`config.mk`:
```
export PLATFORM = sky130hd
export DESIGN_NAME = mts_ctrl
export DESIGN_NICKNAME = d
export VERILOG_FILES = /design/src/rtl/mts_pkg.sv /design/src/rtl/mts_ctrl.sv
export VERILOG_INCLUDE_DIRS = /design/src /design/src/rtl
export SDC_FILE = /design/constraint.sdc
export NUM_CORES = 1
export LEC_CHECK = 0
export CAP_MARGIN = 20
export CELL_PAD_IN_SITES_DETAIL_PLACEMENT = 1
export CELL_PAD_IN_SITES_GLOBAL_PLACEMENT = 2
export CORE_AREA = 2 2 39 41
export CTS_CLUSTER_DIAMETER = 40
export DETAILED_ROUTE_END_ITERATION = 10
export DIE_AREA = 0 0 41 43
export DONT_BUFFER_PORTS = 1
export PLACE_DENSITY_LB_ADDON = 0.1
export SLEW_MARGIN = 40
export SYNTH_ARGS = -nofsm -noshare
export SYNTH_HDL_FRONTEND = slang
export SYNTH_SLANG_ARGS = --single-unit
```
`constraint.sdc`:
```
create_clock -name clock -period 1 [get_ports clock]
set_input_delay 0.2 -clock clock [delete_from_list [all_inputs] [get_ports clock]]
set_output_delay 0.2 -clock clock [all_outputs]
set_load 0.01 [all_outputs]
```
`src/rtl/min_tracking_stack_unit_assert.svh`:
```
// ----------------------------------------------------------------------------
// Min tracking stack assertion macros
// Shared macros for the concurrent checks in the stack modules.
// ----------------------------------------------------------------------------
`ifndef MIN_TRACKING_STACK_UNIT_ASSERT_SVH
`define MIN_TRACKING_STACK_UNIT_ASSERT_SVH

// Checks that the consequent holds in the same cycle as the antecedent.
`define MTS_ASSERT_SAME(label, clk, rst, ante, cons, msg) \
   label: assert property (@(posedge clk) disable iff (rst) (ante) |-> (cons)) \
      else $error(msg);

// Checks that the consequent holds in the cycle after the antecedent.
`define MTS_ASSERT_NEXT(label, clk, rst, ante, cons, msg) \
   label: assert property (@(posedge clk) disable iff (rst) (ante) |=> (cons)) \
      else $error(msg);

`endif

```
`src/rtl/mts_pkg.sv`:
```
// ----------------------------------------------------------------------------
// Min tracking stack package
// Types and constants shared by the controller, datapath and top level.
// ----------------------------------------------------------------------------
package mts_pkg;

   localparam int VALUE_W  = 32;
   localparam int DEPTH_W  = 9;
   localparam int STATUS_W = 2;
   localparam int RSP_W    = 80;

   localparam logic [STATUS_W-1:0] STATUS_OK        = 2'd0;
   localparam logic [STATUS_W-1:0] STATUS_POP_EMPTY = 2'd1;
   localparam logic [STATUS_W-1:0] STATUS_PUSH_FULL = 2'd2;

   localparam logic FUNC_PUSH = 1'b0;
   localparam logic FUNC_POP  = 1'b1;

   typedef struct packed {
      logic signed [VALUE_W-1:0] value;
      logic signed [VALUE_W-1:0] minimum;
   } entry_type;

   typedef struct packed {
      logic push;
      logic pop;
      logic pop_load;
   } cmd_type;

   typedef struct packed {
      logic empty;
      logic full;
      logic deep;
   } sts_type;

endpackage

```
`src/rtl/mts_ctrl.sv`:
```
// ----------------------------------------------------------------------------
// Min tracking stack controller
// Handshake control, pop sequencing and the result valid flag.
// ----------------------------------------------------------------------------
`include "min_tracking_stack_unit_assert.svh"

module mts_ctrl (
   input  logic             clock,
   input  logic             reset,
   input  logic             req_tvalid,
   output logic             req_tready,
   input  logic             req_func,
   output logic             rsp_tvalid,
   input  logic             rsp_tready,
   input  mts_pkg::sts_type sts,
   output mts_pkg::cmd_type cmd
);
   import mts_pkg::*;

   localparam logic S_IDLE = 1'b0;
   localparam logic S_POP  = 1'b1;

   logic state_ff;
   logic state_in;
   logic rsp_tvalid_ff;
   logic rsp_tvalid_in;
   logic accept;
   logic deep_pop;

   assign req_tready = (state_ff == S_IDLE) && (!rsp_tvalid_ff || rsp_tready);
   assign accept     = req_tvalid && req_tready;
   assign deep_pop   = accept && (req_func == FUNC_POP) && sts.deep;

   assign cmd.push     = accept && (req_func == FUNC_PUSH);
   assign cmd.pop      = accept && (req_func == FUNC_POP);
   assign cmd.pop_load = (state_ff == S_POP);

   always_comb begin
      state_in = state_ff;
      unique case (state_ff)
         S_IDLE: begin
            if (deep_pop) begin
               state_in = S_POP;
            end
         end
         S_POP: begin
            state_in = S_IDLE;
         end
         default: begin
            state_in = S_IDLE;
         end
      endcase
   end

   assign rsp_tvalid_in = (accept && !deep_pop) || cmd.pop_load ||
                          (rsp_tvalid_ff && !rsp_tready);
   assign rsp_tvalid    = rsp_tvalid_ff;

   always_ff @(posedge clock) begin
      if (reset) begin
         state_ff      <= S_IDLE;
         rsp_tvalid_ff <= 1'b0;
      end else begin
         state_ff      <= state_in;
         rsp_tvalid_ff <= rsp_tvalid_in;
      end
   end

   `MTS_ASSERT_SAME(a_no_accept_during_pop, clock, reset, state_ff == S_POP, !req_tready, "transaction accepted during a pop read")
   `MTS_ASSERT_NEXT(a_pop_gives_result, clock, reset, state_ff == S_POP, rsp_tvalid_ff, "pop read produced no result")

endmodule

```
* Yosys cells after proc, flatten, opt, wreduce, memory -nomap -nowiden
Index checks and enable logic that the tools add are counted.
Storage, ports and cells: register bits after elaboration 2, input port bits 8, output and inout port bits 5, word-level logic and storage cells 19
Operators by class: muxes and demuxes 2, bitwise logic cells 2, reductions and logical operators 13
Operators with widths (number):
- logical AND 1 bit | 7
- logical NOT 1 bit | 3
- logical OR 1 bit | 3
- NOT 1 bit | 2
- one-hot mux 1 bit (2 select lines) | 1
- 2-to-1 mux 1 bit | 1

* Logic depth before layout (Yosys ltp)
Gate-level depths: netlist (run 1).
word-level depth 10, mapped depth 2, depth with buffers taken out 2

* Least setup slack after synthesis (run 1)
Ideal clock, no wire load.
kind flip-flop to output port, start register rsp_tvalid_ff (netlist: rsp_tvalid), end output cmd[2] (netlist bit), arrival time 0.785 ns, data required time 0.800 ns, slack 0.015 ns, stages on the path, launching flop included 3, buffers on the path 0, cell sequence dfxtp_1 -> nor2b_1 -> nor4b_2
RTL lines:
- start: declaration | RTL line mts_ctrl.sv:25 | logic rsp_tvalid_ff;
- start signal: assignment | RTL line mts_ctrl.sv:65 | rsp_tvalid_ff <= rsp_tvalid_in;
- end: declaration | RTL line mts_ctrl.sv:16 | output mts_pkg::cmd_type cmd

==> flow_summary.json, run 1 <==
{
  "status": "complete, but fails checks",
  "violations": "negative setup slack",
  "tightest_slew_ns": 0.185,
  "drtPass1Iterations": 2,
  "cts.clk_slew.worst_paths_ns": 0.03,
  "hold_class": "in -> reg",
  "skew_ns": 0.00123,
  "synth_cells": 13,
  "utilization_pct": 17.1,
  "pwr-share-clk_pct": 54.9,
  "die_area_um2": 1760,
  "grt_pass1_vias": 148,
  "vias": 138,
  "cp_num_buf_inv": 1,
  "synthTopCellsByArea": "dfxtp_1 31%, and4_1 14%, nor4b_2 12%, and4bb_1 9.7%, a21bo_2 7.8%",
  "cts_buffer_depth": 2,
  "async_flop_share_pct": 0,
  "synth_edf_count": 0,
  "ys_seq_elements": 2,
  "critPathMaxFanout": 3,
  "clk_latency_ns": 0.22,
  "seq_power_share_pct": 27.2,
  "leakagePower_nw": 0.0990,
  "drv_cap": 0,
  "post_drt_via_cell_ratio": 3.73,
  "gp_congestion": 0.562,
  "placed_cell_area_um2": 179,
  "crit_path_start_kind": "flop",
  "drcViolationCount": 0,
  "powerDensity_nw_per_um2": 1380,
  "power_switching_w": 0.0000713,
  "clockRootBuffer": "clkbuf_4",
  "grt_max_degree": 5,
  "nets": 31,
  "htreeDepth": 1,
  "synth-main-ff-cell": "dfxtp_1",
  "grt_pass1_wl_um": 676,
  "core_um2": 1380,
  "drtIter0Drc": 1,
  "nFillCells": 163,
  "stdcell_count": 37,
  "worst_setup_path_end_kind": "primary output",
  "crit_family": "simple AND/OR/NAND/NOR gates",
  "yosysTopAreaCell": "dfxtp_1",
  "ant_nets": 0,
  "cts_buffers": 3,
  "switching_share_pct": 21.8,
  "critical_path_class": "reg -> out",
  "finalSetupViolations": 3,
  "worst_slew_margin_rel_pct": 87.6,
  "dpl.cell_count": 33,
  "syn-cell-area_um2": 129,
  "gr-total-overflow": 0,
  "internal-power_w": 0.000256,
  "ir_drop_v": 0.000266,
  "slew_violations": 0,
  "io_pins": 13,
  "grt.total_usage_pct": 7.01,
  "fin_setup_tns_ns": -0.503,
  "synth_top_area_share_pct": 31.1,
  "ys_types": 11,
  "drt-total-wl_um": 422,
  "syn_avg_cell_area_um2": 9.91,
  "cts.sinks": 2,
  "areaGrowthSynthToFinish_pct": 83.5,
  "cpPeakStageDelay_ns": 0.31,
  "finalCritPeriodShare_pct": 121,
  "rsz0062_at_grt": "true",
  "worst_path_max_delay_cell": "dfxtp_2",
  "critPathArrivalTime_ns": 1.01,
  "rows": 14,
  "n_antenna_cell": 0,
  "worstPathCellList": "nor2b_4 -> nor4b_2 -> buf_4",
  "max_clock_freq_mhz": 824,
  "drive_gt1_share_pct": 76.2,
  "power_w": 0.000327,
  "cp.required_ns": 0.80,
  "hold_buffers": 0,
  "final_hold_viol_count": 0,
  "synth_common_cells": "2 x and4_1, 2 x dfxtp_1",
  "final_area_um2": 236,
  "die_x_um": 41,
  "period_needed_ns": 1.21,
  "routedWlPerCell_um": 11.4,
  "place_hpwl_um": 327,
  "yosysWarnings": 0,
  "fin_ws_ns": -0.214,
  "syn_nets": 21,
  "antenna_found_initial": 0,
  "combPwrFrac_pct": 17.9,
  "io_buffers": 0,
  "synth_seq_area_share_pct": 31.1,
  "cts_tree": "yes",
  "die_h_um": 43,
  "start_util_pct": 9.31,
  "r2r_setup_slack_ns": 0.18
}
[layer usage]
metal	global-route usage [%]	routed length [um]	vias to the layer above
met5	0	0	-
met4	8.00	12	0
met3	8.38	62	2
met2	5.63	189	9
met1	7.67	157	62
li1	-	-	65
[layout by cell type (no fill, tap or decap)]
cell type and count:
and4_1 1, nor2b_4 1, clkbuf_4 3, nor4b_2 1, nand2b_1 1, a31oi_1 1
buf_6 2, and4_4 1, inv_1 1, and4bb_1 1, buf_4 4, nor2_4 1
a21bo_2 1, dfxtp_2 2
[layout make-up]
| class | count | area, um^2 | area share, % |
|---|---|---|---|
| Clock buffer | 3 | 22.5 | 9.52 |
| Inverter | 1 | 3.75 | 1.59 |
| Multi-Input combinational cell | 9 | 95.1 | 40.2 |
| Sequential cell | 2 | 42.5 | 18.0 |
| Tap cell | 16 | 20.0 | 8.47 |
| Timing Repair Buffer | 6 | 52.6 | 22.2 |
[logic make-up after synthesis]
| kind of cell | Yosys count | share of synthesized area [%] |
|---|---|---|
| simple gates | 7 | 47.6 |
| compound gates | 2 | 12.6 |
| buf+inv | 2 | 8.74 |
| flops | 2 | 31.1 |
[through the flow]
step           worst slack [ns]  hold slack (ns)
2_1_floorplan            0.0153            0.269
3_3_place_gp            -0.0255            0.279
3_5_place_dp            -0.0173            0.286
4_1_cts                  -0.237           0.0356
5_1_grt                  -0.301           0.0319
6_report                 -0.214           0.0438
[registers in the layout, summed over array words and instances, names as in the netlist]
| name | count |
|---|---|
| rsp_tvalid | 1 |
| state_ff | 1 |
[what timing repair did]
item,4_1_cts,5_1_grt
pin swaps,1,1
resized for setup,8,1
setup endpoints to repair,4,4
buffers inserted,0,1
[path summary, 6_finish.rpt]
| path | startpoint | endpoint | cells after the start |
|---|---|---|---|
| max | rsp_tvalid$_SDFF_PP0_ | cmd[2] | 3 |
| min | reset | rsp_tvalid$_SDFF_PP0_ | 1 |
| min reg2reg | state_ff$_SDFF_PP0_ | rsp_tvalid$_SDFF_PP0_ | 2 |
| max reg2reg | state_ff$_SDFF_PP0_ | state_ff$_SDFF_PP0_ | 2 |
[power by group through the flow]
stage / combinational, W / sequential, W / clock [W]
5_1_grt: 0.0000633 / 0.0000897 / 0.000208
6_report: 0.0000584 / 0.0000890 / 0.000180
2_1_floorplan: 0.0000246 / 0.0000900 / 0
3_5_place_dp: 0.0000451 / 0.0000892 / 0
4_1_cts: 0.0000558 / 0.0000893 / 0.000194
3_3_place_gp: 0.0000445 / 0.0000894 / 0
Power figures use the tool's default switching activity.
==> run 2, diff against run 1 <==
==> constraint.sdc (replaced) <==
create_clock -name clock -period 1 [get_ports clock]
set_input_delay 0.1 -clock clock [delete_from_list [all_inputs] [get_ports clock]]
set_output_delay 0.1 -clock clock [all_outputs]
set_load 0.01 [all_outputs]
==> run 2 against run 1 <==
Effect of this change:
- the run still ends with negative setup slack left
- non-clock buffer count down 3
- count of clock-buffer cells in the layout is the same
- cell count down 8.1%
- sequential share of layout area increased by 2.2 points
- cell area down 11%
- first-iteration DRC count up 100%
- global-route usage shrank 0.21 points
- largest power group unchanged
==> flow_summary.json, run 2 (synthesis gave the netlist of run 1 again) <==
{
  "grt_max_degree": 5,
  "drv_cap": 0,
  "grt_pass1_vias": 145,
  "areaGrowthSynthToFinish_pct": 63.1,
  "hold_class": "in -> reg",
  "worst_path_max_delay_cell": "dfxtp_2",
  "core_um2": 1380,
  "worst_setup_path_end_kind": "primary output",
  "final_hold_viol_count": 0,
  "final_area_um2": 210,
  "post_drt_via_cell_ratio": 3.68,
  "cts_buffer_depth": 2,
  "power_w": 0.000316,
  "critPathArrivalTime_ns": 0.94,
  "clockRootBuffer": "clkbuf_4",
  "slew_violations": 0,
  "clk_latency_ns": 0.23,
  "gp_congestion": 0.563,
  "start_util_pct": 9.31,
  "drive_gt1_share_pct": 61.1,
  "die_area_um2": 1760,
  "crit_family": "simple AND/OR/NAND/NOR gates",
  "routedWlPerCell_um": 12.6,
  "antenna_found_initial": 0,
  "fin_ws_ns": -0.0376,
  "cts_tree": "yes",
  "hold_slack_ns": 0.0400,
  "drtIter0Drc": 2,
  "cts_buffers": 3,
  "die_x_um": 41,
  "nets": 28,
  "violations": "negative setup slack",
  "cts.clk_slew.worst_paths_ns": 0.03,
  "skew_ns": 0.00223,
  "worst_slew_margin_rel_pct": 82.1,
  "final_cell_mix": "3 x clkbuf_4, 2 x buf_4, 2 x dfxtp_2",
  "drcViolationCount": 0,
  "cp.required_ns": 0.90,
  "gr-total-overflow": 0,
  "tightest_slew_ns": 0.268,
  "io_pins": 13,
  "placed_cell_area_um2": 156,
  "status": "complete, but fails checks",
  "rows": 14,
  "critical_path_class": "reg -> out",
  "n_antenna_cell": 0,
  "cts.sinks": 2,
  "worstPathCellList": "nor2b_4 -> nor4b_4",
  "cp_num_buf_inv": 0,
  "io_buffers": 0,
  "cpPeakStageDelay_ns": 0.31,
  "max_clock_freq_mhz": 964,
  "crit_path_start_kind": "flop",
  "post_cts_buffers": 0,
  "ir_drop_v": 0.000260,
  "grt_pass1_wl_um": 648,
  "vias": 125,
  "drt-total-wl_um": 430,
  "finalSetupViolations": 3,
  "critPathMaxFanout": 3,
  "htreeDepth": 1,
  "drtPass1Iterations": 3,
  "die_h_um": 43,
  "rsz0062_at_grt": "true",
  "grt.total_usage_pct": 6.81,
  "period_needed_ns": 1.04,
  "leakagePower_nw": 0.0827,
  "fin_setup_tns_ns": -0.0524,
  "final_common_cell": "clkbuf_4",
  "finalCritPeriodShare_pct": 104,
  "ant_nets": 0,
  "powerDensity_nw_per_um2": 1500
}
-- run 2: changes by cell type in the layout (fill, tap and decap cells not counted), sizes merged --
cell | previous run | this run
buf | 6 | 2
dlygate4sd3 | 0 | 1
-- run 2: metal layers --
| layer | vias up | track usage [%] | routed length, um |
|---|---|---|---|
| met5 | - | 0 | 0 |
| met4 | 0 | 10.0 | 12 |
| met3 | 2 | 5.76 | 54 |
| met2 | 8 | 5.63 | 188 |
| met1 | 57 | 7.64 | 174 |
| li1 | 58 | - | - |
-- run 2: through the flow --
step	instances	utilization [%]	setup slack (ns)
final	34	15.2	-0.0376
after detailed placement	30	11.3	0.0686
after global routing	34	15.2	-0.0849
after floorplan	13	-	0.115
after CTS	34	15.2	-0.127
after global placement	30	11.3	0.0851
-- run 2: layout make-up --
cell class	instances	area, um^2
multi-input cells	9	96.3
flip-flops and latches	2	42.5
clock buffers	3	22.5
well taps	16	20.0
repair buffers	3	25.0
fillers	171	1170
inverters	1	3.75
-- run 2: path summary, 6_finish.rpt --
path	startpoint	endpoint	slack, ns	depth (start not counted)
max	rsp_tvalid$_SDFF_PP0_	cmd[2]	-0.04	2
min	req_tvalid	state_ff$_SDFF_PP0_	0.04	1
max reg2reg	state_ff$_SDFF_PP0_	state_ff$_SDFF_PP0_	0.15	2
min reg2reg	state_ff$_SDFF_PP0_	rsp_tvalid$_SDFF_PP0_	0.55	2
-- run 2: timing repair --
action                                 in CTS  in global routing
hold buffers                                1                  0
pin swaps                                   1                  1
endpoints found under the hold margin       1                  0
resized for setup                           6                  0
setup endpoints to repair                   3                  3
-- run 2: power by group --
part | total (W) | switching [W] | internal [W]
Sequential | 0.0000895 | 0.00000402 | 0.0000855
Combinational | 0.0000449 | 0.0000174 | 0.0000275
Clock | 0.000182 | 0.0000489 | 0.000133
Total | 0.000316 | 0.0000703 | 0.000246
==> run 3, diff against run 2 <==
--- a/config.mk
+++ b/config.mk
@@ -19,3 +19,4 @@
 export SYNTH_ARGS = -nofsm -noshare
 export SYNTH_HDL_FRONTEND = slang
 export SYNTH_SLANG_ARGS = --single-unit
+export TNS_END_PERCENT = 5
==> run 3 against run 2 <==
Effect of this change:
- the flow still finishes with violations (negative setup slack)
- sequential cell count stayed put
- maximum frequency stayed put
- register-to-register slack hardly changed
- setup slack stayed put
- combinational power hardly changed
- worst hold slack stayed put
- cell count stayed put
- die area stayed put
- count of clock-buffer cells in the layout stayed put
- sequential share of layout area stayed put
- via count stayed put
==> flow_summary.json, run 3 (synthesis gave the netlist of run 1 again) <==
{
  "status": "complete, but fails checks",
  "violations": "negative setup slack",
  "rows": 14,
  "skew_ns": 0.00223,
  "max_clock_freq_mhz": 964,
  "rsz0062_at_grt": "true",
  "ir_drop_v": 0.000260,
  "die_h_um": 43,
  "gp_congestion": 0.563,
  "grt_max_degree": 5,
  "areaGrowthSynthToFinish_pct": 63.1,
  "io_pins": 13,
  "hold_class": "in -> reg",
  "rr_endpoint": "state_ff$_SDFF_PP0_",
  "period_needed_ns": 1.04,
  "cts_buffer_depth": 2,
  "stdcell_count": 34,
  "slew_violations": 0,
  "die_x_um": 41,
  "nets": 28,
  "post_drt_via_cell_ratio": 3.68,
  "antenna_found_initial": 0,
  "grt.total_usage_pct": 6.81,
  "critPathArrivalTime_ns": 0.94,
  "cts.sinks": 2,
  "holdPathStages": 1,
  "post_cts_buffers": 0,
  "worst_slew_margin_rel_pct": 82.1,
  "dpl.cell_count": 30,
  "drtIter0Drc": 2,
  "die_area_um2": 1760,
  "fin_ws_ns": -0.0376,
  "grt_pass1_wl_um": 648,
  "cts_buffers": 3,
  "drtPass1Iterations": 3,
  "worst_setup_path_end_kind": "primary output",
  "io_buffers": 0,
  "drive_gt1_share_pct": 61.1,
  "clk_latency_ns": 0.23,
  "drv_cap": 0,
  "powerDensity_nw_per_um2": 1500,
  "hp-start": "req_tvalid",
  "final_hold_viol_count": 0,
  "core_um2": 1380,
  "tightest_slew_ns": 0.268,
  "drt-total-wl_um": 430,
  "critical_path_class": "reg -> out",
  "start_util_pct": 9.31,
  "finalCritPeriodShare_pct": 104,
  "critPathMaxFanout": 3,
  "gr-total-overflow": 0,
  "rr_worst_depth": 2,
  "r2r_setup_slack_ns": 0.15,
  "final_common_cell": "clkbuf_4",
  "vias": 125,
  "power_w": 0.000316,
  "grt_pass1_vias": 145,
  "finalSetupViolations": 3,
  "cp.required_ns": 0.90,
  "routedWlPerCell_um": 12.6,
  "leakagePower_nw": 0.0827,
  "cts.clk_slew.worst_paths_ns": 0.03,
  "htreeDepth": 1,
  "clockRootBuffer": "clkbuf_4",
  "timing.rr.start": "state_ff$_SDFF_PP0_",
  "drcViolationCount": 0,
  "min_to": "state_ff$_SDFF_PP0_",
  "final_cell_mix": "3 x clkbuf_4, 2 x buf_4, 2 x dfxtp_2",
  "n_antenna_cell": 0,
  "cts_tree": "yes",
  "crit_path_start_kind": "flop",
  "ant_nets": 0
}
[run 3: cell counts in the layout (fill, tap and decap cells not counted)]
Identical to the previous run, type by type.
[run 3: what timing repair did]
action                                  in CTS  in global routing
endpoints found under the setup margin       3                  3
pin swaps                                    1                  1
endpoints found under the hold margin        1                  0
hold buffers                                 1                  0
resized for setup                            6                  0
[run 3: how the worst max path moves through the flow]
stage	slack [ns]	startpoint	cells past startpoint	end
floorplan	0.12	rsp_tvalid$_SDFF_PP0_	2	cmd[2]
global placement	0.09	rsp_tvalid$_SDFF_PP0_	2	cmd[2]
detailed placement	0.07	rsp_tvalid$_SDFF_PP0_	2	cmd[2]
CTS	-0.13	rsp_tvalid$_SDFF_PP0_	2	cmd[2]
global route	-0.08	rsp_tvalid$_SDFF_PP0_	2	cmd[2]
finish	-0.04	rsp_tvalid$_SDFF_PP0_	2	cmd[2]
[run 3: where the power goes]
part	internal [W]	leakage [nW]	switching, W	total (W)
Clock	0.000133	0.0138	0.0000489	0.000182
Sequential	0.0000855	0.0172	0.00000402	0.0000895
Combinational	0.0000275	0.0517	0.0000174	0.0000449
[run 3: through the flow]
| stage | util, % | setup WS (ns) | instance area [um^2] | hold slack [ns] | TNS (ns) |
|---|---|---|---|---|---|
| 5_1_grt | 15.2 | -0.0849 | 210 | 0.0184 | -0.223 |
| 3_3_place_gp | 11.3 | 0.0851 | 156 | 0.181 | 0 |
| 3_5_place_dp | 11.3 | 0.0686 | 156 | 0.184 | 0 |
| 4_1_cts | 15.2 | -0.127 | 210 | 0.0280 | -0.183 |
| 6_report | 15.2 | -0.0376 | 210 | 0.0400 | -0.0524 |
| 2_1_floorplan | - | 0.115 | 129 | 0.169 | 0 |
[run 3: cell type report]
class | count | area, um^2
clock buffer | 3 | 22.5
inverter | 1 | 3.75
sequential | 2 | 42.5
timing repair buffer | 3 | 25.0
multi-input combinational | 9 | 96.3
fill | 171 | 1170
tap | 16 | 20.0
[run 3: critical path: stages (launching register included)]
cell     delay (ns)
dfxtp_2        0.31
nor2b_4        0.13
nor4b_4        0.27
[run 3: metal layers]
metal,up-vias,track usage (%),part of all wire [%]
li1,58,-,-
met5,-,0,0
met3,2,5.76,13
met4,0,10.0,2.8
met1,57,7.64,40
met2,8,5.63,44
